$ cat src/hw/rtl/hpp_pkg.sv
// ----------------------------------------------------------------------------
// hpp_pkg
// shared constants, types and the strength-to-duty table of the pattern player
// ----------------------------------------------------------------------------
`default_nettype none

package hpp_pkg;

  localparam int MAX_STEPS_DEF = 12;
  localparam int DUR_W         = 16;
  localparam int FUNC_W        = 2;
  localparam int LEVEL_W       = 2;
  localparam int DUTY_W        = 8;
  localparam int IN_USER_W     = 3;
  localparam int OUT_DATA_W    = 16;
  localparam int CFG_DATA_W    = 2;
  localparam int CFG_IDX_W     = 1;

  localparam logic [FUNC_W-1:0] FUNC_TICK = 2'd0;
  localparam logic [FUNC_W-1:0] FUNC_LOAD = 2'd1;
  localparam logic [FUNC_W-1:0] FUNC_STOP = 2'd2;

  localparam logic [CFG_IDX_W-1:0] REG_ENABLED  = 1'd0;
  localparam logic [CFG_IDX_W-1:0] REG_STRENGTH = 1'd1;

  localparam logic [LEVEL_W-1:0] LEVEL_LOW    = 2'd0;
  localparam logic [LEVEL_W-1:0] LEVEL_MEDIUM = 2'd1;
  localparam logic [LEVEL_W-1:0] LEVEL_HIGH   = 2'd2;

  localparam logic [DUTY_W-1:0] DUTY_LOW    = 8'd90;
  localparam logic [DUTY_W-1:0] DUTY_MEDIUM = 8'd170;
  localparam logic [DUTY_W-1:0] DUTY_HIGH   = 8'd255;

  typedef struct packed {
    logic               enabled;
    logic [LEVEL_W-1:0] strength_level;
    logic               halt;
  } cfg_t;

  typedef struct packed {
    logic motor_on;
    logic playing;
  } stat_t;

  function automatic logic [DUTY_W-1:0] duty_of(input logic [LEVEL_W-1:0] level);
    logic [DUTY_W-1:0] duty;
    unique case (level)
      LEVEL_LOW:    duty = DUTY_LOW;
      LEVEL_MEDIUM: duty = DUTY_MEDIUM;
      default:      duty = DUTY_HIGH;
    endcase
    return duty;
  endfunction

endpackage

`default_nettype wire

$ cat src/hw/rtl/hpp_cfg_regs.sv
// ----------------------------------------------------------------------------
// hpp_cfg_regs
// enable and strength registers, with a stop pulse when playback is disabled
// ----------------------------------------------------------------------------
`default_nettype none

module hpp_cfg_regs (
  input  wire                                clk,
  input  wire                                rst,
  input  wire                                cfg_we,
  input  wire  [hpp_pkg::CFG_IDX_W-1:0]      cfg_index,
  input  wire  [hpp_pkg::CFG_DATA_W-1:0]     cfg_data,
  output hpp_pkg::cfg_t                      cfg
);

  logic                           enabled;
  logic [hpp_pkg::LEVEL_W-1:0]    strength_level;

  always_ff @(posedge clk) begin
    if (rst) begin
      enabled        <= 1'b1;
      strength_level <= hpp_pkg::LEVEL_HIGH;
    end else if (cfg_we) begin
      unique case (cfg_index)
        hpp_pkg::REG_ENABLED:  enabled        <= cfg_data[0];
        hpp_pkg::REG_STRENGTH: strength_level <= cfg_data[hpp_pkg::LEVEL_W-1:0];
        default: ;
      endcase
    end
  end

  always_comb begin
    cfg.enabled        = enabled;
    cfg.strength_level = strength_level;
    cfg.halt           = cfg_we && (cfg_index == hpp_pkg::REG_ENABLED) && !cfg_data[0];
  end

endmodule

`default_nettype wire

$ cat src/hw/rtl/hpp_core.sv
// ----------------------------------------------------------------------------
// hpp_core
// step store and playback state, updated once per request and cleared on a halt
// ----------------------------------------------------------------------------
`default_nettype none

module hpp_core #(
  parameter int MAX_STEPS = hpp_pkg::MAX_STEPS_DEF
) (
  input  wire                              clk,
  input  wire                              rst,
  input  wire                              fire,
  input  wire  [hpp_pkg::FUNC_W-1:0]       func,
  input  wire  [hpp_pkg::DUR_W-1:0]        step_duration,
  input  wire                              first_step,
  input  wire                              last_step,
  input  wire  hpp_pkg::cfg_t              cfg,
  output hpp_pkg::stat_t                   stat_next
);

  localparam int IW = $clog2(MAX_STEPS);
  localparam int CW = $clog2(MAX_STEPS + 1);
  localparam logic [CW-1:0] MAX_CNT = CW'(MAX_STEPS);

  logic [hpp_pkg::DUR_W-1:0] step_store [MAX_STEPS];
  logic [hpp_pkg::DUR_W-1:0] first_dur;

  logic [CW-1:0]             pattern_length;
  logic [CW-1:0]             step_index;
  logic [hpp_pkg::DUR_W-1:0] ticks_left;
  logic                      active;
  logic                      drive_state;

  logic [CW-1:0]             pattern_length_next;
  logic [CW-1:0]             step_index_next;
  logic [hpp_pkg::DUR_W-1:0] ticks_left_next;
  logic                      active_next;
  logic                      drive_state_next;

  logic                      store_we;
  logic [IW-1:0]             store_addr;
  logic                      first_we;
  logic [CW-1:0]             base_len;
  logic [CW-1:0]             idx_inc;
  logic [hpp_pkg::DUR_W-1:0] dec;

  always_comb begin
    pattern_length_next = pattern_length;
    step_index_next     = step_index;
    ticks_left_next     = ticks_left;
    active_next         = active;
    drive_state_next    = drive_state;
    store_we            = 1'b0;
    first_we            = 1'b0;
    base_len            = first_step ? '0 : pattern_length;
    store_addr          = base_len[IW-1:0];
    idx_inc             = step_index + CW'(1);
    dec                 = (ticks_left != '0) ? ticks_left - hpp_pkg::DUR_W'(1) : ticks_left;
    unique case (func)
      hpp_pkg::FUNC_TICK: begin
        if (active) begin
          ticks_left_next = dec;
          if (dec == '0) begin
            step_index_next = idx_inc;
            if (idx_inc >= pattern_length) begin
              drive_state_next = 1'b0;
              active_next      = 1'b0;
            end else begin
              drive_state_next = ~idx_inc[0];
              ticks_left_next  = step_store[idx_inc[IW-1:0]];
            end
          end
        end
      end
      hpp_pkg::FUNC_LOAD: begin
        if (first_step) begin
          drive_state_next    = 1'b0;
          active_next         = 1'b0;
          step_index_next     = '0;
          pattern_length_next = '0;
        end
        if (base_len < MAX_CNT) begin
          store_we            = 1'b1;
          first_we            = (base_len == '0);
          pattern_length_next = base_len + CW'(1);
        end
        if (last_step && cfg.enabled && (pattern_length_next != '0)) begin
          step_index_next  = '0;
          active_next      = 1'b1;
          drive_state_next = 1'b1;
          ticks_left_next  = (base_len == '0) ? step_duration : first_dur;
        end
      end
      hpp_pkg::FUNC_STOP: begin
        drive_state_next    = 1'b0;
        active_next         = 1'b0;
        step_index_next     = '0;
        pattern_length_next = '0;
      end
      default: ;
    endcase
  end

  always_ff @(posedge clk) begin
    if (rst) begin
      pattern_length <= '0;
      step_index     <= '0;
      ticks_left     <= '0;
      active         <= 1'b0;
      drive_state    <= 1'b0;
    end else if (cfg.halt) begin
      pattern_length <= '0;
      step_index     <= '0;
      active         <= 1'b0;
      drive_state    <= 1'b0;
    end else if (fire) begin
      pattern_length <= pattern_length_next;
      step_index     <= step_index_next;
      ticks_left     <= ticks_left_next;
      active         <= active_next;
      drive_state    <= drive_state_next;
    end
  end

  always_ff @(posedge clk) begin
    if (fire && store_we) begin
      step_store[store_addr] <= step_duration;
    end
    if (fire && first_we) begin
      first_dur <= step_duration;
    end
  end

  always_comb begin
    stat_next.motor_on = drive_state_next;
    stat_next.playing  = active_next;
  end

endmodule

`default_nettype wire

$ cat src/hw/rtl/haptic_pattern_player.sv
// ----------------------------------------------------------------------------
// haptic_pattern_player
// vibration pattern player: loads step durations, plays them on ticks and
// reports motor state, drive duty and playback status for every request
// ----------------------------------------------------------------------------
//  channel  dir  signals                       contents
//  s_*      in   tvalid tready tdata tuser     tdata step_duration,
//                tlast                         tuser func + first_step,
//                                              tlast last_step
//  m_*      out  tvalid tready tdata           motor_on, drive_duty, playing
//  cfg_*    in   we index data                 enabled, strength_level
//
//  one request per cycle sustained while the result is drained; a request passes
//  the input register, then the state update in hpp_core feeding the result register
//  rst is synchronous: state cleared, enabled set, strength set to high
//  a stalled result holds; the input register still takes a request while the
//  result register is empty or being drained
// ----------------------------------------------------------------------------
`default_nettype none

module haptic_pattern_player #(
  parameter int MAX_STEPS = hpp_pkg::MAX_STEPS_DEF
) (
  input  wire                                clk,
  input  wire                                rst,
  input  wire                                s_tvalid,
  output logic                               s_tready,
  input  wire  [hpp_pkg::DUR_W-1:0]          s_tdata,   // [15:0] step_duration
  input  wire  [hpp_pkg::IN_USER_W-1:0]      s_tuser,   // [1:0] func, [2] first_step
  input  wire                                s_tlast,
  output logic                               m_tvalid,
  input  wire                                m_tready,
  output logic [hpp_pkg::OUT_DATA_W-1:0]     m_tdata,   // [0] motor_on, [8:1] drive_duty,
                                                        // [9] playing, [15:10] zero
  input  wire                                cfg_we,
  input  wire  [hpp_pkg::CFG_IDX_W-1:0]      cfg_index,
  input  wire  [hpp_pkg::CFG_DATA_W-1:0]     cfg_data
);

  logic                          in_valid;
  logic [hpp_pkg::FUNC_W-1:0]    in_func;
  logic [hpp_pkg::DUR_W-1:0]     in_dur;
  logic                          in_first;
  logic                          in_last;

  logic                          out_valid;
  logic                          out_motor;
  logic [hpp_pkg::DUTY_W-1:0]    out_duty;
  logic                          out_play;

  logic                          advance;
  hpp_pkg::cfg_t                 cfg;
  hpp_pkg::stat_t                stat_next;

  assign advance  = in_valid && (!out_valid || m_tready);
  assign s_tready = !in_valid || advance;

  hpp_cfg_regs u_cfg (
    .clk       (clk),
    .rst       (rst),
    .cfg_we    (cfg_we),
    .cfg_index (cfg_index),
    .cfg_data  (cfg_data),
    .cfg       (cfg)
  );

  hpp_core #(
    .MAX_STEPS (MAX_STEPS)
  ) u_core (
    .clk           (clk),
    .rst           (rst),
    .fire          (advance),
    .func          (in_func),
    .step_duration (in_dur),
    .first_step    (in_first),
    .last_step     (in_last),
    .cfg           (cfg),
    .stat_next     (stat_next)
  );

  always_ff @(posedge clk) begin
    if (rst) begin
      in_valid <= 1'b0;
    end else if (s_tready) begin
      in_valid <= s_tvalid;
    end
    if (s_tvalid && s_tready) begin
      in_func  <= s_tuser[hpp_pkg::FUNC_W-1:0];
      in_first <= s_tuser[hpp_pkg::FUNC_W];
      in_dur   <= s_tdata;
      in_last  <= s_tlast;
    end
  end

  always_ff @(posedge clk) begin
    if (rst) begin
      out_valid <= 1'b0;
    end else if (advance) begin
      out_valid <= 1'b1;
    end else if (m_tready) begin
      out_valid <= 1'b0;
    end
    if (advance) begin
      out_motor <= stat_next.motor_on;
      out_duty  <= stat_next.motor_on ? hpp_pkg::duty_of(cfg.strength_level) : '0;
      out_play  <= stat_next.playing;
    end
  end

  assign m_tvalid = out_valid;
  assign m_tdata  = {6'b0, out_play, out_duty, out_motor};

endmodule

`default_nettype wire

$ cat config.mk
export PLATFORM = sky130hd
export DESIGN_NAME = haptic_pattern_player
export DESIGN_NICKNAME = d
export VERILOG_FILES = /design/src/hw/rtl/hpp_pkg.sv /design/src/hw/rtl/hpp_cfg_regs.sv /design/src/hw/rtl/hpp_core.sv /design/src/hw/rtl/haptic_pattern_player.sv
export SDC_FILE = /design/constraint.sdc
export NUM_CORES = 1
export LEC_CHECK = 0
export ABC_AREA = 1
export BUFFER_PORTS_ARGS = -buffer_cell sky130_fd_sc_hd__buf_2
export CAP_MARGIN = 20
export CORE_UTILIZATION = 37
export DETAILED_ROUTE_END_ITERATION = 6
export GPL_TIMING_DRIVEN = 0
export PLACE_DENSITY = 0.6
export SETUP_SLACK_MARGIN = 0.3
export SLEW_MARGIN = 20
export SYNTH_ARGS = -nofsm -noshare
export SYNTH_HDL_FRONTEND = slang
export SYNTH_SLANG_ARGS = --single-unit
$ cat constraint.sdc
create_clock -name clk -period 5 [get_ports clk]
set_clock_uncertainty 0.05 [all_clocks]
set_input_delay 0.75 -clock clk [delete_from_list [all_inputs] [get_ports clk]]
set_output_delay 0.75 -clock clk [all_outputs]
set_load 0.01 [all_outputs]
==> flow_metrics.py <==
metrics = {
    "outcome": {
        "outcome": "complete, but fails checks",
        "violations": "design-rule violations",
    },
    "synthesis": {
        "syn_avg_cell_area_sq_um": 10.94,
        "synth_area_sq_um": 11600,
        "synth.largest_area_cell": "edfxtp_1",
        "synth.distinct_cells": 33,
        "synth_enable_flop_cells": 234,
        "ys_async_sr_fraction_pct": 0,
        "ys_seq_elements": 265,
        "syn_inst": 1060,
        "seq_area_frac_synth_pct": 65.95,
        "synth.top_cell.area_share_pct": 60.60,
        "ys_top_cells_by_count": "edfxtp_1, nor2_1, o21ai_0, nand2_1, inv_1",
        "synth_flop_cell": "edfxtp_1",
        "synthTopCellsByArea": "edfxtp_1, o21ai_0, dfxtp_1",
        "yosysWarningCount": 0,
        "synth_most_common_cell": "edfxtp_1",
    },
    "power_and_ir_drop": {
        "p_int_mw": 3.688,
        "ir_drop_mv": 0.3178,
        "p_per_area_nw_per_um2": 363.6,
        "swShare_pct": 24.35,
        "seqPwrFrac_pct": 51.0,
        "p_total_mw": 4.874,
        "p_leak_nw": 4.904,
        "p_switching_mw": 1.187,
        "comb_power_share_pct": 9.3,
        "p_clk_share_pct": 39.7,
    },
    "timing": {
        "min_period_ns": 4.240,
        "slew_viol_final": 0,
        "tightest_slew_ns": 0.8388,
        "relSlewSlack_pct": 44.02,
        "max_freq_mhz": 235.9,
        "rsz0062_at_grt": "false",
        "tns_ns": 0,
        "finalSetupViolations": 0,
        "finalHoldViolations": 0,
        "post-route-period-util_pct": 84.80,
    },
    "floorplanning": {
        "row_count": 64,
        "start_util_pct": 37.71,
        "dieHeight_um": 179.0,
        "io_pins": 46,
        "dieArea_sq_um": 32050,
        "coreArea_sq_um": 30750,
        "die_w_um": 179.0,
    },
    "drt": {
        "ant_nets": 0,
        "drt_iter0_drc": 972,
        "wl_met1_mm": 13.28,
        "top_layer": "met4",
        "wl_met3_mm": 1.841,
        "wire_per_inst_um": 18.60,
        "firstDrtPassIters": 7,
        "routed_via_density": 5.211,
        "drt_wl_total_mm": 29.29,
        "dr_wl_met2_mm": 13.73,
        "vias": 8208,
        "drc": 6,
    },
    "critical_path": {
        "crit_path_max_fanout": 10,
        "r2r_cells": 15,
        "critPathArrivalTime_ns": 4.61,
        "worst_ep_required_time_ns": 5.37,
        "start_kind": "flip-flop",
        "path_class": "reg2reg",
        "end_kind": "flip-flop",
    },
    "cells_and_area": {
        "synthToLayoutAreaGrowth_pct": 15.61,
        "final_nets": 1199,
        "drive_gt1_share_pct": 15.44,
        "diodes": 0,
        "num-fill-cells": 2929,
    },
    "placement": {
        "io_buffers": 39,
        "hpwl_mm": 20.99,
        "globalplace.congestion": 0.8791,
    },
    "clock_tree": {
        "clk_latency_ns": 0.54,
        "cts_tree": "built",
        "cts-root-buf": "clkbuf_16",
        "numCtsBuffers": 28,
        "cts.sinks": 265,
        "clkSlewWorstSetupHoldPaths_ns": 0.07,
        "htreeDepth": 1,
        "cts_hold_buf": 0,
        "post_cts_resize_count": 0,
        "post-cts-setup-buffer-count": 0,
        "clock_path_buffers": 3,
    },
    "global_routing": {
        "grt.overflow.total": 0,
        "grt_pass1_vias": 7676,
        "grt_max_degree": 21,
        "grt_util_all_layers_pct": 18.37,
        "grt_antenna_before_repair": 0,
        "grt_pass1_wl_mm": 44.14,
    },
    "hold_path": {
        "hold_class": "in2reg",
        "min_path_cells": 1,
    },
    "flow_run": {
        "max_cap_viol_count": 0,
    },
}
## power groups by stage
stage               Combinational, mW  Sequential, mW  Clock [mW]
floorplan                       0.325            2.51           0
global placement                0.445            2.53           0
detailed placement              0.450            2.53           0
CTS                             0.453            2.48        1.96
global route                    0.506            2.49        2.04
finish                          0.454            2.48        1.94
## stage by stage
stage                     hold WS (ns)  cells  util [%]  setup WS (ns)  instance area, sq um
after floorplan                 0.4000   1065         -          1.905                 11610
after global placement          0.4287   1500     40.02         0.5173                 12310
after detailed placement        0.4223   1523     40.83         0.7994                 12560
after CTS                       0.3067   1575     43.60         0.7332                 13410
after global routing            0.3038   1575     43.60         0.3929                 13410
final                           0.3265   1575     43.60         0.7600                 13410
## per-layer routing
metal / track usage [%] / up-vias
li1: - / 3924
met1: 26.23 / 4004
met2: 30.08 / 242
met3: 2.163 / 38
met4: 3.602 / 0
met5: 0 / -
## registers in the layout, summed over array words and instances, names as in the netlist, 2 cells and up
register               count
in_dur                    16
u_core.ticks_left         16
u_core.pattern_length      4
out_duty                   4
u_core.first_dur          16
u_cfg.strength_level       2
u_core.step_store        192
u_core.step_index          4
in_func                    2
## placed cells by master (no fill, tap or decap), types with 17 or more instances in the layout
| master | netlist | final |
|---|---|---|
| dfxtp_1 | 31 | 31 |
| nand2_1 | 144 | 144 |
| buf_4 | 12 | 31 |
| o21ai_0 | 146 | 146 |
| nor2_1 | 150 | 149 |
| nand3_1 | 23 | 23 |
| clkbuf_1 | 43 | 49 |
| edfxtp_1 | 234 | 234 |
| buf_2 | 3 | 42 |
| o21ai_1 | 17 | 17 |
| a21oi_1 | 53 | 53 |
| o22ai_1 | 48 | 48 |
| inv_1 | 59 | 59 |
| clkbuf_16 | 0 | 28 |
## worst max-delay path, cell delays in order, from the launching register on
cell,delay (ns)
dfxtp_1,0.40
clkbuf_1,0.46
nand3_1,0.16
xor2_1,0.59
clkinv_1,0.40
clkbuf_1,0.32
ha_1,0.37
nand2_1,0.07
inv_1,0.04
o21ai_0,0.06
nand2_1,0.07
a31oi_1,0.44
nand3_4,0.19
buf_2,0.24
o211ai_1,0.18
a21oi_1,0.08
## kinds of logic (layout without fill, tap and decap cells)
kind of cell             count (synthesis)  after routing  share of synthesized area, %
flip-flops                             265            265                         65.95
multiplexers                            16             16                         1.554
AO/OA/AOI/OAI                          281            281                         13.12
buffers and inverters                  124            238                         4.629
XOR/XNOR                                 4              4                        0.3022
AND/OR/NAND/NOR                        355            355                         12.90
other                                    1              6                       0.03234
adder cells (fa/ha/maj)                 14             14                         1.511
## worst paths after layout
| path | start | end | slack [ns] |
|---|---|---|---|
| worst max-delay path | u_core.step_index[0] | u_core.ticks_left[1] | 0.76 |
| worst min-delay path | s_tdata[0] | in_dur[0] | 0.33 |
| worst max register to register | u_core.step_index[0] | u_core.ticks_left[1] | 0.76 |
| worst min register to register | u_core.step_index[3] | u_core.step_index[3] | 0.43 |
## cell type report
cell class              count  area (sq um)  area share, %
multi-input cells         676          3493          26.06
inverters                  62         232.7          1.736
well taps                 396         495.5          3.696
flip-flops and latches    265          7647          57.04
repair buffers             62         382.9          2.856
clock buffers              35         737.0          5.497
clock inverters            17         113.9         0.8493
plain buffers              62         304.0          2.268
Power figures use the tool's default switching activity.
